`src/rtl/slil_pkg.sv`:
```
package slil_pkg;

  localparam int COUNT_W = 5;

  localparam logic [1:0] REQ_INSERT = 2'd0;
  localparam logic [1:0] REQ_DELETE = 2'd1;
  localparam logic [1:0] REQ_READ   = 2'd2;

  localparam logic [1:0] ST_DONE      = 2'd0;
  localparam logic [1:0] ST_FULL      = 2'd1;
  localparam logic [1:0] ST_NOT_FOUND = 2'd2;
  localparam logic [1:0] ST_BAD_POS   = 2'd3;

  typedef struct packed {
    logic [1:0]         req_type;
    logic signed [31:0] value;
    logic [3:0]         position;
  } req_t;

  typedef struct packed {
    logic [1:0]         status;
    logic [COUNT_W-1:0] count;
    logic signed [31:0] read_value;
  } rsp_t;

  // shift control broadcast to every cell
  typedef struct packed {
    logic ins;
    logic del;
  } ctl_t;

endpackage

```
`src/rtl/slil_cell.sv`:
```
module slil_cell (
  input  logic                clk,
  input  slil_pkg::ctl_t      ctl,
  input  logic                occ,
  input  logic signed [31:0]  v,
  input  logic                left_lt,
  input  logic signed [31:0]  left_val,
  input  logic signed [31:0]  right_val,
  output logic                lt,
  output logic                hit,
  output logic signed [31:0]  val
);
  import slil_pkg::*;

  logic signed [31:0] val_next;

  assign lt  = occ && (val < v);
  assign hit = occ && left_lt && !lt && (val == v);

  always_comb begin
    val_next = val;
    if (ctl.ins && !lt) begin
      val_next = left_lt ? v : left_val;
    end else if (ctl.del && !lt) begin
      val_next = right_val;
    end
  end

  always_ff @(posedge clk) begin
    val <= val_next;
  end

endmodule

```
`src/rtl/sorted_list_insert_delete_top.sv`:
```
// Sorted list, one compare-and-shift cell per entry.
// The response is registered in the cycle after a request is accepted.
// Throughput: 1 request per cycle while the response is not stalled; every cell compares and shifts in the same cycle.
// A stalled response holds the request side off until it is taken.
// Reset (rst, synchronous): count and response valid cleared; cell contents not reset.
module sorted_list_insert_delete_top #(
  parameter int DEPTH = 16
) (
  input  logic          clk,
  input  logic          rst,
  input  slil_pkg::req_t req,
  input  logic          req_valid,
  output logic          req_stall,
  output slil_pkg::rsp_t rsp,
  output logic          rsp_valid,
  input  logic          rsp_stall
);
  import slil_pkg::*;

  localparam int CW  = $clog2(DEPTH + 1);
  localparam int RDN = (DEPTH < 16) ? DEPTH : 16;

  logic [CW-1:0]      cnt;
  logic [CW-1:0]      cnt_next;
  logic               accept;
  logic               full;
  logic               found;
  ctl_t               ctl;
  rsp_t               rsp_next;
  logic signed [31:0] rd_val;
  logic               pos_ok;

  logic signed [31:0] vals [DEPTH];
  logic [DEPTH-1:0]   lt;
  logic [DEPTH-1:0]   hit;
  logic [DEPTH-1:0]   occ;

  assign req_stall = rsp_valid && rsp_stall;
  assign accept    = req_valid && !req_stall;
  assign full      = (cnt == CW'(DEPTH));
  assign found     = |hit;

  assign ctl.ins = accept && (req.req_type == REQ_INSERT) && !full;
  assign ctl.del = accept && (req.req_type == REQ_DELETE) && found;

  genvar g;
  generate
    for (g = 0; g < DEPTH; g++) begin : g_cell
      assign occ[g] = (CW'(g) < cnt);
      slil_cell u_cell (
        .clk       (clk),
        .ctl       (ctl),
        .occ       (occ[g]),
        .v         (req.value),
        .left_lt   ((g == 0) ? 1'b1 : lt[(g == 0) ? 0 : g - 1]),
        .left_val  (vals[(g == 0) ? 0 : g - 1]),
        .right_val (vals[(g == DEPTH - 1) ? g : g + 1]),
        .lt        (lt[g]),
        .hit       (hit[g]),
        .val       (vals[g])
      );
    end
  endgenerate

  always_comb begin
    rd_val = '0;
    for (int k = 0; k < RDN; k++) begin
      if (req.position == 4'(k)) begin
        rd_val = vals[k];
      end
    end
  end

  assign pos_ok = (32'(req.position) < 32'(cnt)) && (32'(req.position) < DEPTH);

  always_comb begin
    cnt_next            = cnt;
    rsp_next.status     = ST_DONE;
    rsp_next.read_value = '0;
    case (req.req_type)
      REQ_INSERT: begin
        if (full) begin
          rsp_next.status = ST_FULL;
        end else begin
          cnt_next = cnt + 1'b1;
        end
      end
      REQ_DELETE: begin
        if (found) begin
          cnt_next = cnt - 1'b1;
        end else begin
          rsp_next.status = ST_NOT_FOUND;
        end
      end
      REQ_READ: begin
        if (pos_ok) begin
          rsp_next.read_value = rd_val;
        end else begin
          rsp_next.status = ST_BAD_POS;
        end
      end
      default: begin
      end
    endcase
    rsp_next.count = COUNT_W'(cnt_next);
  end

  always_ff @(posedge clk) begin
    if (rst) begin
      cnt       <= '0;
      rsp_valid <= 1'b0;
    end else begin
      if (accept) begin
        cnt       <= cnt_next;
        rsp_valid <= 1'b1;
      end else if (!rsp_stall) begin
        rsp_valid <= 1'b0;
      end
    end
  end

  always_ff @(posedge clk) begin
    if (accept) begin
      rsp <= rsp_next;
    end
  end

  assert property (@(posedge clk) disable iff (rst) cnt <= CW'(DEPTH))
    else $error("count above depth");

  assert property (@(posedge clk) disable iff (rst) ctl.ins |=> cnt == $past(cnt) + 1'b1)
    else $error("insert did not grow count");

  assert property (@(posedge clk) disable iff (rst) ctl.del |=> cnt == $past(cnt) - 1'b1)
    else $error("delete did not shrink count");

  assert property (@(posedge clk) disable iff (rst) $onehot0(hit))
    else $error("more than one delete slot");

  assert property (@(posedge clk) disable iff (rst) accept |=> rsp_valid && rsp.count == COUNT_W'(cnt))
    else $error("response count mismatch");

endmodule
```
`config.mk`:
```
export PLATFORM = sky130hd
export DESIGN_NAME = sorted_list_insert_delete_top
export DESIGN_NICKNAME = d
export VERILOG_FILES = /design/src/rtl/slil_pkg.sv /design/src/rtl/slil_cell.sv /design/src/rtl/sorted_list_insert_delete_top.sv
export SDC_FILE = /design/constraint.sdc
export NUM_CORES = 2
export LEC_CHECK = 0
export BUFFER_PORTS_ARGS = -buffer_cell sky130_fd_sc_hd__buf_2
export CELL_PAD_IN_SITES_DETAIL_PLACEMENT = 0
export CELL_PAD_IN_SITES_GLOBAL_PLACEMENT = 2
export CORE_MARGIN = 4
export CORE_UTILIZATION = 45
export DETAILED_ROUTE_END_ITERATION = 8
export HOLD_SLACK_MARGIN = 0.05
export PLACE_DENSITY_LB_ADDON = 0.3
export SYNTH_ARGS = -nofsm -noshare
export SYNTH_HDL_FRONTEND = slang
export SYNTH_SLANG_ARGS = --single-unit
```
`constraint.sdc`:
```
create_clock -name clk -period 13.3 [get_ports clk]
set_input_delay 1.995 -clock clk [delete_from_list [all_inputs] [get_ports clk]]
set_output_delay 1.995 -clock clk [all_outputs]
set_load 0.02 [all_outputs]
```
==> run metrics <==
Routed WL per cell=30.3 um; Worst-Skew Late Latency=650 ps; routed vias/inst=6.49; number of global-route vias before repair=35.7k; Cell Chain, Critical Path=buf_2 > clkinv_1 > buf_4 > ha_1 > nand2_1 > nor4_1 > nand4_1 > a31oi_1 > o22ai_1 > and3_1 > a32o_1 > or4_4 > nor4_4 > a211oi_2 > buf_4 > and2_2 > buf_4; Syn Nets=5154; GRT Total Usage=0.352; Avg Cell Area, Syn=9.22 um2; Residual DRC=0; Port Buffers=82; placer congestion estimate=0.989; # H-tree levels=3; Setup Viol. Count Final=0; outcome=finished, final reports clean; detailed placer's ending HPWL=133 mm; xor and xnor area share after synthesis=0.000827; global-route wire length before repair=256 mm; Hold-fix buffers, CTS=0; P&R area growth vs syn=9.71%; Worst Tran Pin Value=1260 ps; DRT Wirelength=178 mm; leakage power=17.6 nW; initial antenna violation count=5; Fillers=8813; Layout Nets=5134; CP required=13650 ps; fin crit period=7810 ps; post-synthesis cell area=42400 um2; Adder-Cell Fraction of Synth Area=0.153; slowest stage delay, CP=840 ps; io pins=83; Simple-Gate Fraction of Synth Area=0.141; largest family of logic cells by synthesized area=compound AO/OA/AOI/OAI gates; Placeable Area=93300 um2; clk slew on worst S/H paths=60 ps; slew margin rel.=0.162; FF+latch area=16700 um2; CTS Buffer Depth=3; worst path arrival time=8160 ps; max_cap viols=0; startpoint types=input port; final slew viol count=0; global route total overflow=0; Setup TNS=0 ps; leading area contributor after synthesis=edfxtp_1; RSZ-0062 raised after global routing=false; final hold viol count=0; Worst path top cell family by delay=simple AND/OR/NAND/NOR gates; most common cell after layout, fill and taps aside=a21oi_1; Post-synth EDFFs=551; Yosys reg bits=557; Vias=38.2k; Fmax=128 MHz; total power=4.66 mW; Initial DRC Count=5302; Max FO, Critical Path=19; most frequent cells in the layout=a21oi_1, nor2_1, edfxtp_1; Pre-antenna DRT Iters=6; CP Capture Type=flop; Critical Path Stages=17; synth top area cells=edfxtp_1, ha_1, a21oi_1; CTS root buf=clkbuf_16; crit path kind=in2reg; Initial Util=0.454; Ys Warns=0; Synth Flop Type=edfxtp_1; Buf/Inv on CP=5; Die Height=315 um; post-CTS resize count=0; asr flop ratio synth=0; DP Cell Count=5756; Distinct cells, synth=73; reg2reg path depth=14; Crit path top cell by count=buf_4; clock sink total=557; Die Area=99100 um2; fin crit share=0.587; post-synthesis mux area share=0.0777; Worst Hold Depth=4; Mapped Cells=4594; top cell type's share of synthesized area=0.391; CP max-delay cell=nor4_4; CTS tree=yes; largest net degree at the start of global routing=66; sequential element share of the synthesized area=0.393; Synth Area in Compound Gates=0.202; worst vdd ir=0.0000764 V; Worst Skew=27.3 ps; worst min path class=reg2reg; area of the multi-input gates=24600 um2; CTS Buf Count=70; Die W=315 um; cell row count=112; layout cells sized above 1=0.0832; antenna viol nets, final=0; non-filler cells, final=5884; setup repair bufs after CTS=0; PwrDens=100 nW/um2
-- where the power goes --
part           switching (mW)  leakage (nW)  internal (mW)
combinational           0.491          11.4          0.226
clock                   0.832          1.04           1.04
sequential             0.0722          5.13           1.99
-- synthesized netlist by cell type (all sizes together) (31+ instances only) --
library cell    n
nand2         428
edfxtp        551
nand3          88
o21ai         378
a21o           35
a211oi         38
nand4          92
o211ai         38
mux2i         275
a22oi         102
inv            44
nand2b         35
a21oi         663
nor2          586
clkinv         32
a221oi         31
mux2           38
ha            518
clkbuf        254
nor3           46
-- per-layer routing --
layer / up-vias / part of all wire / GRT usage
met1: 18293 / 0.43 / 0.511
met4: 2 / 0.040 / 0.132
met5: - / 0.000073 / 0
met3: 346 / 0.11 / 0.0756
li1: 17371 / - / -
met2: 2189 / 0.42 / 0.514
-- logic make-up after synthesis --
| family | after synthesis |
|---|---|
| mux | 318 |
| compound gates | 1468 |
| simple gates | 1377 |
| flops | 557 |
| fa+ha+maj | 518 |
| xor+xnor | 4 |
| buf+inv | 352 |
-- path summary, 6_finish.rpt --
check                                         startpoint                        to  slack (ps)
worst max register to register  g_cell[2].u_cell.val[29]  g_cell[0].u_cell.val[22]        7130
worst min-delay path                           rsp_valid                 rsp_valid         580
worst max-delay path                             req[31]  g_cell[0].u_cell.val[22]        5490
worst min register to register                 rsp_valid                 rsp_valid         580
-- stage by stage --
step	hold slack [ps]	instance area (um2)	util	setup WS [ps]
finish	584	46500	0.498	5490
global route	655	46500	0.498	5380
CTS	588	46500	0.498	5720
detailed placement	573	44300	0.475	5070
global placement	577	44300	0.475	5170
floorplan	545	42400	-	5460
-- worst register-to-register path, cell delays in order (launching register included) --
cell and delay [ps]:
edfxtp_1 570, ha_1 360, nand3_1 110, nor4_1 530, nand4_1 350, a31oi_1 570, o22ai_1 270, and3_1 300
a32o_1 230, or4_4 540, nor4_4 840, a211oi_2 160, buf_4 240, and2_2 470, buf_4 360
-- registers in the layout, summed over array words and instances, names as in the netlist --
name	flops
g_cell.u_cell.val	512
rsp_valid	1
rsp	39
cnt	5
-- cell type report --
type,count,share of cell area
well taps,1254,0.0338
flip-flops and latches,557,0.359
diodes,2,0.000108
repair buffers,184,0.0254
clock inverters,38,0.00592
clock buffers,88,0.0396
multi-input cells,3685,0.530
inverters,76,0.00614
Power figures use the tool's default switching activity.
